--- src/hdl/ffse_pkg.sv ---
// Shared constants and types for the FASTA/FASTQ sequence extractor.
`timescale 1ns / 1ps

package ffse_pkg;

    localparam int COUNT_BITS = 32;

    localparam logic [7:0] CH_NL   = 8'd10;
    localparam logic [7:0] CH_GT   = 8'd62;
    localparam logic [7:0] CH_AT   = 8'd64;
    localparam logic [7:0] CH_PLUS = 8'd43;
    localparam logic [7:0] CH_N    = 8'd78;

    typedef enum logic [4:0] {
        PH_NORMAL  = 5'b00001,
        PH_HEADER  = 5'b00010,
        PH_PLUS    = 5'b00100,
        PH_QUAL    = 5'b01000,
        PH_SWALLOW = 5'b10000
    } t_phase;

endpackage

--- src/hdl/fasta_fastq_sequence_extractor.sv ---
// Top level of the FASTA/FASTQ sequence extractor.
`timescale 1ns / 1ps

// Takes one file byte per word and returns only the sequence letters. Line
// breaks are dropped, a header line gives one 'N' separator, and in FASTQ
// mode (i_cfg_data = 1) the quality section after a '+' line is skipped by
// counting the letters of the record. A word with i_end_of_input set gives a
// done word with byte 0. Throughput is one input word per cycle while
// o_in_stall is low: the parser state and letter counter are registered
// from the accepted word, and each result is registered in a two-entry
// output buffer (output register plus skid register) that keeps input
// accepted while a result waits; o_in_stall rises only when both entries
// hold words. Write format mode only while the block is idle.
module fasta_fastq_sequence_extractor
    import ffse_pkg::*;
(
    input  logic       i_clk,
    input  logic       i_rst_n,
    input  logic       i_cfg_we,
    input  logic       i_cfg_data,
    input  logic       i_in_valid,
    output logic       o_in_stall,
    input  logic [7:0] i_in_byte,
    input  logic       i_end_of_input,
    output logic       o_out_valid,
    input  logic       i_out_stall,
    output logic [7:0] o_out_byte,
    output logic       o_stream_done
);

    logic                  r_fastq;
    t_phase                r_phase,     n_phase;
    logic                  r_prev_nl,   n_prev_nl;
    logic [COUNT_BITS-1:0] r_count,     n_count;

    logic                  r_out_valid, n_out_valid;
    logic [7:0]            r_out_byte,  n_out_byte;
    logic                  r_out_done,  n_out_done;
    logic                  r_skid_valid, n_skid_valid;
    logic [7:0]            r_skid_byte, n_skid_byte;
    logic                  r_skid_done, n_skid_done;

    logic       in_acc;
    logic       out_take;
    logic       res_valid;
    logic [7:0] res_byte;
    logic       res_done;
    logic       is_nl;
    logic       count_nz;
    logic       count_max;

    assign o_in_stall = r_skid_valid;
    assign in_acc     = i_in_valid && !r_skid_valid;
    assign out_take   = r_out_valid && !i_out_stall;

    assign is_nl     = (i_in_byte == CH_NL);
    assign count_nz  = (r_count != '0);
    assign count_max = (r_count == {COUNT_BITS{1'b1}});

    // parser step
    always_comb begin
        n_phase   = r_phase;
        n_prev_nl = r_prev_nl;
        n_count   = r_count;
        res_valid = 1'b0;
        res_byte  = i_in_byte;
        res_done  = 1'b0;
        if (in_acc) begin
            if (i_end_of_input) begin
                n_phase   = PH_NORMAL;
                res_valid = 1'b1;
                res_byte  = '0;
                res_done  = 1'b1;
            end else begin
                n_prev_nl = is_nl;
                case (r_phase)
                    PH_HEADER: begin
                        if (is_nl) n_phase = PH_NORMAL;
                    end
                    PH_PLUS: begin
                        if (is_nl) n_phase = count_nz ? PH_QUAL : PH_NORMAL;
                    end
                    PH_QUAL: begin
                        if (!is_nl) begin
                            if (count_nz) n_count = r_count - COUNT_BITS'(1);
                            if (r_count <= COUNT_BITS'(1)) n_phase = PH_SWALLOW;
                        end
                    end
                    PH_SWALLOW: begin
                        n_phase = PH_NORMAL;
                    end
                    default: begin
                        n_phase = PH_NORMAL;
                        if (!is_nl) begin
                            if (!r_fastq) begin
                                res_valid = 1'b1;
                                if (i_in_byte == CH_GT && r_prev_nl) begin
                                    n_phase  = PH_HEADER;
                                    res_byte = CH_N;
                                end
                            end else if (i_in_byte == CH_AT) begin
                                res_valid = 1'b1;
                                if (r_prev_nl) begin
                                    n_phase  = PH_HEADER;
                                    n_count  = '0;
                                    res_byte = CH_N;
                                end
                            end else if (i_in_byte == CH_PLUS) begin
                                if (r_prev_nl) n_phase   = PH_PLUS;
                                else           res_valid = 1'b1;
                            end else begin
                                if (!count_max) n_count = r_count + COUNT_BITS'(1);
                                res_valid = 1'b1;
                            end
                        end
                    end
                endcase
            end
        end
    end

    // output register and skid register
    always_comb begin
        n_out_valid  = r_out_valid;
        n_out_byte   = r_out_byte;
        n_out_done   = r_out_done;
        n_skid_valid = r_skid_valid;
        n_skid_byte  = r_skid_byte;
        n_skid_done  = r_skid_done;
        if (res_valid && r_out_valid && !out_take) begin
            n_skid_valid = 1'b1;
            n_skid_byte  = res_byte;
            n_skid_done  = res_done;
        end else if (res_valid) begin
            n_out_valid = 1'b1;
            n_out_byte  = res_byte;
            n_out_done  = res_done;
        end else if (out_take) begin
            n_out_valid  = r_skid_valid;
            n_out_byte   = r_skid_byte;
            n_out_done   = r_skid_done;
            n_skid_valid = 1'b0;
        end
    end

    always_ff @(posedge i_clk) begin
        if (!i_rst_n) begin
            r_fastq      <= 1'b0;
            r_phase      <= PH_NORMAL;
            r_prev_nl    <= 1'b1;
            r_count      <= '0;
            r_out_valid  <= 1'b0;
            r_skid_valid <= 1'b0;
        end else begin
            if (i_cfg_we) r_fastq <= i_cfg_data;
            r_phase      <= n_phase;
            r_prev_nl    <= n_prev_nl;
            r_count      <= n_count;
            r_out_valid  <= n_out_valid;
            r_skid_valid <= n_skid_valid;
        end
    end

    always_ff @(posedge i_clk) begin
        r_out_byte  <= n_out_byte;
        r_out_done  <= n_out_done;
        r_skid_byte <= n_skid_byte;
        r_skid_done <= n_skid_done;
    end

    assign o_out_valid   = r_out_valid;
    assign o_out_byte    = r_out_byte;
    assign o_stream_done = r_out_done;

`ifndef SYNTHESIS
    a_skid_needs_out: assert property (@(posedge i_clk) disable iff (!i_rst_n)
        r_skid_valid |-> r_out_valid)
        else $error("skid word held with empty output register");

    a_eoi_to_normal: assert property (@(posedge i_clk) disable iff (!i_rst_n)
        (in_acc && i_end_of_input) |=> (r_phase == PH_NORMAL))
        else $error("end of input did not return phase to normal");

    a_done_byte_zero: assert property (@(posedge i_clk) disable iff (!i_rst_n)
        (o_out_valid && o_stream_done) |-> (o_out_byte == 8'd0))
        else $error("done word carries nonzero byte");

    a_qual_count_nz: assert property (@(posedge i_clk) disable iff (!i_rst_n)
        (r_phase == PH_QUAL) |-> (r_count != '0))
        else $error("quality phase with zero letter count");
`endif

endmodule
--- config.mk ---
export PLATFORM = sky130hd
export DESIGN_NAME = fasta_fastq_sequence_extractor
export DESIGN_NICKNAME = d
export VERILOG_FILES = /design/src/hdl/ffse_pkg.sv /design/src/hdl/fasta_fastq_sequence_extractor.sv
export SDC_FILE = /design/constraint.sdc
export NUM_CORES = 1
export LEC_CHECK = 0
export ABC_AREA = 1
export BUFFER_PORTS_ARGS = -buffer_cell sky130_fd_sc_hd__clkbuf_2
export CAP_MARGIN = 25
export CORE_UTILIZATION = 40
export CTS_CLUSTER_SIZE = 20
export DETAILED_ROUTE_END_ITERATION = 8
export GPL_TIMING_DRIVEN = 0
export PLACE_DENSITY = 0.65
export SLEW_MARGIN = 20
export SYNTH_ARGS = -nofsm -noshare
export SYNTH_HDL_FRONTEND = slang
export SYNTH_SLANG_ARGS = --single-unit
--- constraint.sdc ---
create_clock -name i_clk -period 3.4 [get_ports i_clk]
set_input_delay 0.34 -clock i_clk [delete_from_list [all_inputs] [get_ports i_clk]]
set_output_delay 0.34 -clock i_clk [all_outputs]
set_load 0.01 [all_outputs]
==> flow_metrics.py, run 1 <==
metrics = {
    "run_status": {
        "status": "complete, no violations",
    },
    "place": {
        "hpwl_mm": 10.57,
        "gp_congestion": 0.8946,
        "io_buffers": 24,
        "dpl.cell_count": 1045,
    },
    "clocking": {
        "clk_latency_ps": 350,
        "cts_tree": "done",
        "cts_max_level": 3,
        "numCtsBuffers": 9,
        "cts_resized": 0,
        "cts-root-buf": "clkbuf_16",
        "clk_pin_slew_ps": 60,
        "clock_path_buffers": 2,
        "cts_hold_buf": 0,
        "clock_sinks": 59,
        "postCtsSetupBuffers": 0,
    },
    "pwr": {
        "power_density_nw_per_um2": 428.3,
        "peakVddDrop_mv": 0.2913,
        "leakage_nw": 2.701,
    },
    "finish": {
        "final_cell_mix": "nand2_1, nor2_1, nand3_1, inv_1, dfxtp_1",
        "finalNonFillerCells": 1061,
        "final_core_util_pct": 45.91,
        "area_growth_syn_to_layout_pct": 12.39,
        "layout-drive-gt1-share_pct": 9.081,
        "nNetsFinal": 927,
        "diodes": 0,
        "final_common_cell": "nand2_1",
    },
    "worst_setup_path": {
        "slowest_delay_ps": 430,
        "crit_arrival_ps": 2550,
        "worst_path_max_delay_cell": "dfxtp_1",
        "required_ps": 3640,
        "criticalPathCategory": "reg -> reg",
        "r2r_start": "r_count[0]",
        "rr_worst_depth": 11,
        "r2r_end": "r_count[16]",
        "crit_chain": "inv_1 -> ha_1 -> nand2_1 -> nor2_1 -> nand4_1 -> nor3_2 -> nor2_2 -> buf_2 -> nand3b_1 -> nand2_1 -> nor2_1",
        "endpoint": "r_count[16]",
        "r2r_slack_ps": 1090,
        "critPathLaunchType": "flop",
        "cp-end-kind": "flop",
        "critPathLaunch": "r_count[0]",
        "cp_max_fo": 10,
    },
    "synthesis": {
        "synth_cells": 874,
        "synth_ff_type": "dfxtp_1",
        "synth_area_leader_cell": "nand2_1",
        "ys_top_cells_by_area": "nand2_1, dfxtp_1, nor2_1",
        "synth.distinct_cells": 30,
        "syn-num-nets": 892,
        "yosys_register_bits": 59,
        "yosysWarnings": 0,
        "yosysSeqAreaShare_pct": 27.86,
        "synthesis.area_um2": 4886,
        "synth-async-reset-ratio_pct": 0,
        "synth_area_per_cell_um2": 5.590,
        "synth_top_area_share_pct": 22.89,
        "synth-edff-count": 18,
    },
    "detailed_routing": {
        "drt_iter0_markers": 347,
        "wl_mm": 13.97,
        "via_count": 5334,
        "viasPerCell": 5.027,
        "drc": 0,
        "final_antenna_net_count": 0,
        "dr.pass1.iters": 6,
        "wl_per_cell_um": 13.17,
    },
    "global_route": {
        "antenna_found_initial": 0,
        "use_met2_pct": 38.05,
        "met1_usage_pct": 30.37,
        "grt_pass1_wl_mm": 23.23,
        "grt_max_degree": 13,
        "busiest_layer": "met2",
        "grt_use_met3_pct": 4.320,
        "track_usage_pct": 23.32,
        "grt-ovfl-total": 0,
        "grt_pass1_vias": 4844,
    },
    "sta": {
        "fin_crit_ps": 2305,
        "skew_ps": 8.204,
        "rsz0062_at_grt": "no",
        "tightest_slew_ps": 684.7,
        "hold_viol_final": 0,
        "tns_ps": 0,
        "max_slew_margin_pct": 54.35,
        "clock.fmax_mhz": 433.8,
        "finalSetupViolations": 0,
        "fin_crit_sh_pct": 67.80,
        "finalMaxSlewViolations": 0,
    },
    "floorplan": {
        "die_width_um": 112.5,
        "fp.dieArea_um2": 12660,
        "rows": 40,
        "start_util_pct": 40.85,
        "io_pins": 26,
        "core-area_um2": 11960,
        "die_h_um": 112.5,
    },
    "run": {
        "maxCapViolCount": 0,
    },
    "hold_path": {
        "hp-class": "in -> reg",
    },
}
-- worst max-delay path: cells and delay by family, from the launching register on --
| family | cells | cell delay (ps) |
|---|---|---|
| adder cells (fa/ha/maj) | 1 | 290 |
| buffers and inverters | 2 | 450 |
| flip-flops | 1 | 430 |
| AND/OR/NAND/NOR | 8 | 1030 |
-- worst min path at each step --
stage	from	endpoint	slack, ps	cells past startpoint
2_1_floorplan	r_phase[1]	r_phase[1]	460	2
3_5_place_dp	o_in_stall	o_in_stall	490	2
6_report	i_cfg_data	r_fastq	220	3
5_1_grt	i_cfg_data	r_fastq	260	3
3_3_place_gp	o_in_stall	o_in_stall	470	2
4_1_cts	i_cfg_data	r_fastq	210	3
-- flip-flops by register name, indices dropped and copies added (netlist names) --
register and flops:
o_in_stall 1, r_phase 5, r_prev_nl 1, r_skid_done 1, o_out_valid 1, o_out_byte 8
r_fastq 1, r_skid_byte 8, o_stream_done 1, r_count 32
-- report_power, final --
group / internal (mW) / switching [mW]
Combinational: 0.191 / 0.396
Sequential: 0.780 / 0.0307
Clock: 0.572 / 0.383
Total: 1.54 / 0.810
-- final cells by class --
type                            count  area [um^2]
Fill cell                        1303         6470
Timing Repair Buffer               24        120.1
Sequential cell                    59         1361
Buffer                             27        153.9
Multi-Input combinational cell    700         3040
Clock buffer                        9        225.2
Tap cell                          147        183.9
Inverter                           88        330.3
Clock inverter                      7        76.32
-- metal layers --
| metal | up-vias | wire length [um] |
|---|---|---|
| met5 | - | 0 |
| met4 | 0 | 310 |
| met3 | 23 | 673 |
| met2 | 112 | 6334 |
| met1 | 2370 | 6652 |
| li1 | 2829 | - |
-- Yosys cell counts (9+ instances only) --
cell type,n
nand3b_1,12
dfxtp_1,41
o21ai_0,30
inv_2,10
nor2_1,194
buf_2,15
inv_1,74
nand3_1,91
nand2_1,298
nor3_1,9
edfxtp_1,18
a21oi_1,16
o21ai_1,12
nand4_1,9
-- metrics by stage --
step | power (mW) | hold slack, ps | worst slack (ps) | area, um^2
after detailed placement | 1.405 | 490.4 | 1085 | 5190
final | 2.352 | 215.0 | 1095 | 5492
after floorplan | 1.259 | 458.1 | 1559 | 4886
after global placement | 1.400 | 470.7 | 1077 | 5190
after global routing | 2.481 | 255.2 | 849.4 | 5492
after CTS | 2.361 | 212.2 | 1082 | 5492
-- kinds of logic after synthesis --
logic type               after synthesis  share of synthesized area [%]
flip-flops                            59                          27.86
AND/OR/NAND/NOR                      627                          53.50
XOR/XNOR                               8                          1.434
buffers and inverters                115                          9.910
adder cells (fa/ha/maj)                3                         0.7683
AO/OA/AOI/OAI                         62                          6.530
Note: power is estimated with default switching activity, not from simulation.
==> run 2: changes to the inputs <==
--- a/config.mk
+++ b/config.mk
@@ -12,7 +12,7 @@
 export CTS_CLUSTER_SIZE = 20
 export DETAILED_ROUTE_END_ITERATION = 8
 export GPL_TIMING_DRIVEN = 0
-export PLACE_DENSITY = 0.65
+export PLACE_DENSITY = 0.67
 export SLEW_MARGIN = 20
 export SYNTH_ARGS = -nofsm -noshare
 export SYNTH_HDL_FRONTEND = slang
==> constraint.sdc (replaced) <==
create_clock -name i_clk -period 2 [get_ports i_clk]
set_input_delay 0.2 -clock i_clk [delete_from_list [all_inputs] [get_ports i_clk]]
set_output_delay 0.2 -clock i_clk [all_outputs]
set_load 0.01 [all_outputs]
==> flow_metrics.py, run 2 (synthesis results as in run 1) <==
metrics = {
    "global_route": {
        "grt_pass1_wl_mm": 22.76,
        "grt_max_degree": 13,
        "antenna_found_initial": 0,
        "track_usage_pct": 22.80,
        "grt_pass1_vias": 4752,
        "grt-ovfl-total": 0,
    },
    "clocking": {
        "cts_tree": "done",
        "cts_hold_buf": 0,
        "clk_latency_ps": 350,
        "cts-root-buf": "clkbuf_16",
        "clock_sinks": 59,
        "clock_path_buffers": 2,
        "numCtsBuffers": 9,
        "clk_pin_slew_ps": 50,
        "cts_max_level": 3,
    },
    "worst_setup_path": {
        "required_ps": 2270,
        "rr_worst_depth": 11,
        "criticalPathCategory": "reg -> reg",
        "cp_max_fo": 5,
        "critPathLaunchType": "flop",
        "cp-end-kind": "flop",
        "slowest_delay_ps": 330,
        "worst_path_max_delay_cell": "dfxtp_1",
        "r2r_slack_ps": 50,
        "r2r_start": "r_phase[1]",
        "r2r_end": "r_count[7]",
        "crit_arrival_ps": 2220,
        "crit_chain": "nor2_2 -> nand2_1 -> nor2_4 -> clkinvlp_4 -> nor3_2 -> nor2_4 -> buf_4 -> buf_4 -> nand3b_1 -> nand2_1 -> nor2_1",
    },
    "floorplan": {
        "die_h_um": 112.5,
        "core-area_um2": 11960,
        "rows": 40,
        "io_pins": 26,
        "start_util_pct": 40.85,
        "die_width_um": 112.5,
        "fp.dieArea_um2": 12660,
    },
    "pwr": {
        "leakage_nw": 2.894,
        "peakVddDrop_mv": 0.5325,
        "power_density_nw_per_um2": 680.8,
    },
    "detailed_routing": {
        "drt_iter0_markers": 447,
        "via_count": 5489,
        "dr.pass1.iters": 5,
        "viasPerCell": 5.045,
        "wl_per_cell_um": 13.35,
        "wl_mm": 14.53,
        "final_antenna_net_count": 0,
        "drc": 0,
    },
    "run": {
        "maxCapViolCount": 0,
    },
    "sta": {
        "max_slew_margin_pct": 59.99,
        "hold_viol_final": 0,
        "whs_ps": 85.73,
        "fin_crit_ps": 1949,
        "finalMaxSlewViolations": 0,
        "clock.fmax_mhz": 513.0,
        "finalSetupViolations": 0,
        "skew_ps": 8.624,
        "tightest_slew_ps": 600.2,
        "fin_crit_sh_pct": 97.46,
        "rsz0062_at_grt": "yes",
    },
    "place": {
        "gp_congestion": 0.8958,
        "io_buffers": 24,
        "hpwl_mm": 10.56,
    },
    "finish": {
        "top_register": "r_count",
        "final_cell_mix": "nand2_1, nor2_1, nand3_1, inv_1, dfxtp_1",
        "final_core_util_pct": 49.93,
        "largest_reg_flops": 32,
        "diodes": 0,
        "final_common_cell": "nand2_1",
        "layout-drive-gt1-share_pct": 17.00,
        "nFillCells": 1238,
        "area_growth_syn_to_layout_pct": 22.23,
        "nNetsFinal": 954,
    },
    "hold_path": {
        "hold_path_depth": 3,
        "hp-class": "in -> reg",
        "hold_end": "r_fastq",
        "hp-start": "i_cfg_data",
    },
    "run_status": {
        "status": "complete, no violations",
    },
}
==> run 2: cell types whose count changed in the layout (fill, tap and decap cells not counted), sizes merged <==
cell | previous run | this run
clkbuf | 38 | 42
buf | 22 | 43
inv | 86 | 83
clkinv | 6 | 8
nand2 | 298 | 299
clkinvlp | 2 | 4
==> run 2: layout make-up <==
type	count	area, um^2	share of cell area [%]
plain buffers	27	202.7	3.394
clock buffers	9	225.2	3.771
clock inverters	7	77.57	1.299
inverters	88	340.3	5.699
multi-input cells	701	3229	54.08
flip-flops and latches	59	1379	23.09
well taps	147	183.9	3.080
repair buffers	49	329.1	5.510
repair inverters	1	5.005	0.08380
==> run 2: worst max-delay path, delay by kind of cell (launching register included) <==
family	cells	cell delay [ps]
DFF	1	330
buffers and inverters	3	460
and+or+nand+nor	8	1090
==> run 2: repair_timing <==
action | 4_1_cts | 5_1_grt
cloned | 0 | 3
setup endpoints to repair | 49 | 58
pin swaps | 5 | 25
buffers inserted | 4 | 20
resized for setup | 19 | 78
==> run 2: per-stage QoR <==
stage / setup TNS [ps] / total power [mW] / cell area [um^2] / worst slack [ps] / cells
4_1_cts: 0 / 4.019 / 5580 / 7.746 / 1065
6_report: 0 / 4.066 / 5972 / 50.80 / 1088
2_1_floorplan: 0 / 2.141 / 4886 / 159.0 / 874
3_3_place_gp: -8203 / 2.378 / 5190 / -282.6 / 1045
3_5_place_dp: -8486 / 2.386 / 5190 / -283.1 / 1045
5_1_grt: -920.7 / 4.309 / 5972 / -56.03 / 1088
==> run 2: worst max path at each step <==
stage	start	to	slack, ps	depth (start not counted)
2_1_floorplan	r_count[0]	r_count[28]	160	14
3_3_place_gp	r_count[0]	r_count[29]	-280	14
3_5_place_dp	r_count[1]	r_count[28]	-280	14
4_1_cts	r_count[14]	r_count[28]	8	14
5_1_grt	r_phase[1]	r_count[0]	-60	11
6_report	r_phase[1]	r_count[7]	50	11
==> run 2: report_power, final <==
group,internal (mW),leakage [nW],switching (mW),total (mW)
clock,0.971,0.146,0.618,1.59
sequential,1.33,0.514,0.0583,1.38
combinational,0.381,2.23,0.711,1.09
==> run 2: routing by layer <==
layer	part of all wire, %	up-vias	wire [um]	GRT usage [%]
met5	0	-	0	0
li1	-	2887	-	-
met2	46	170	6723	36.69
met1	44	2391	6447	28.85
met4	3.2	0	461	10.76
met3	6.2	41	896	5.346
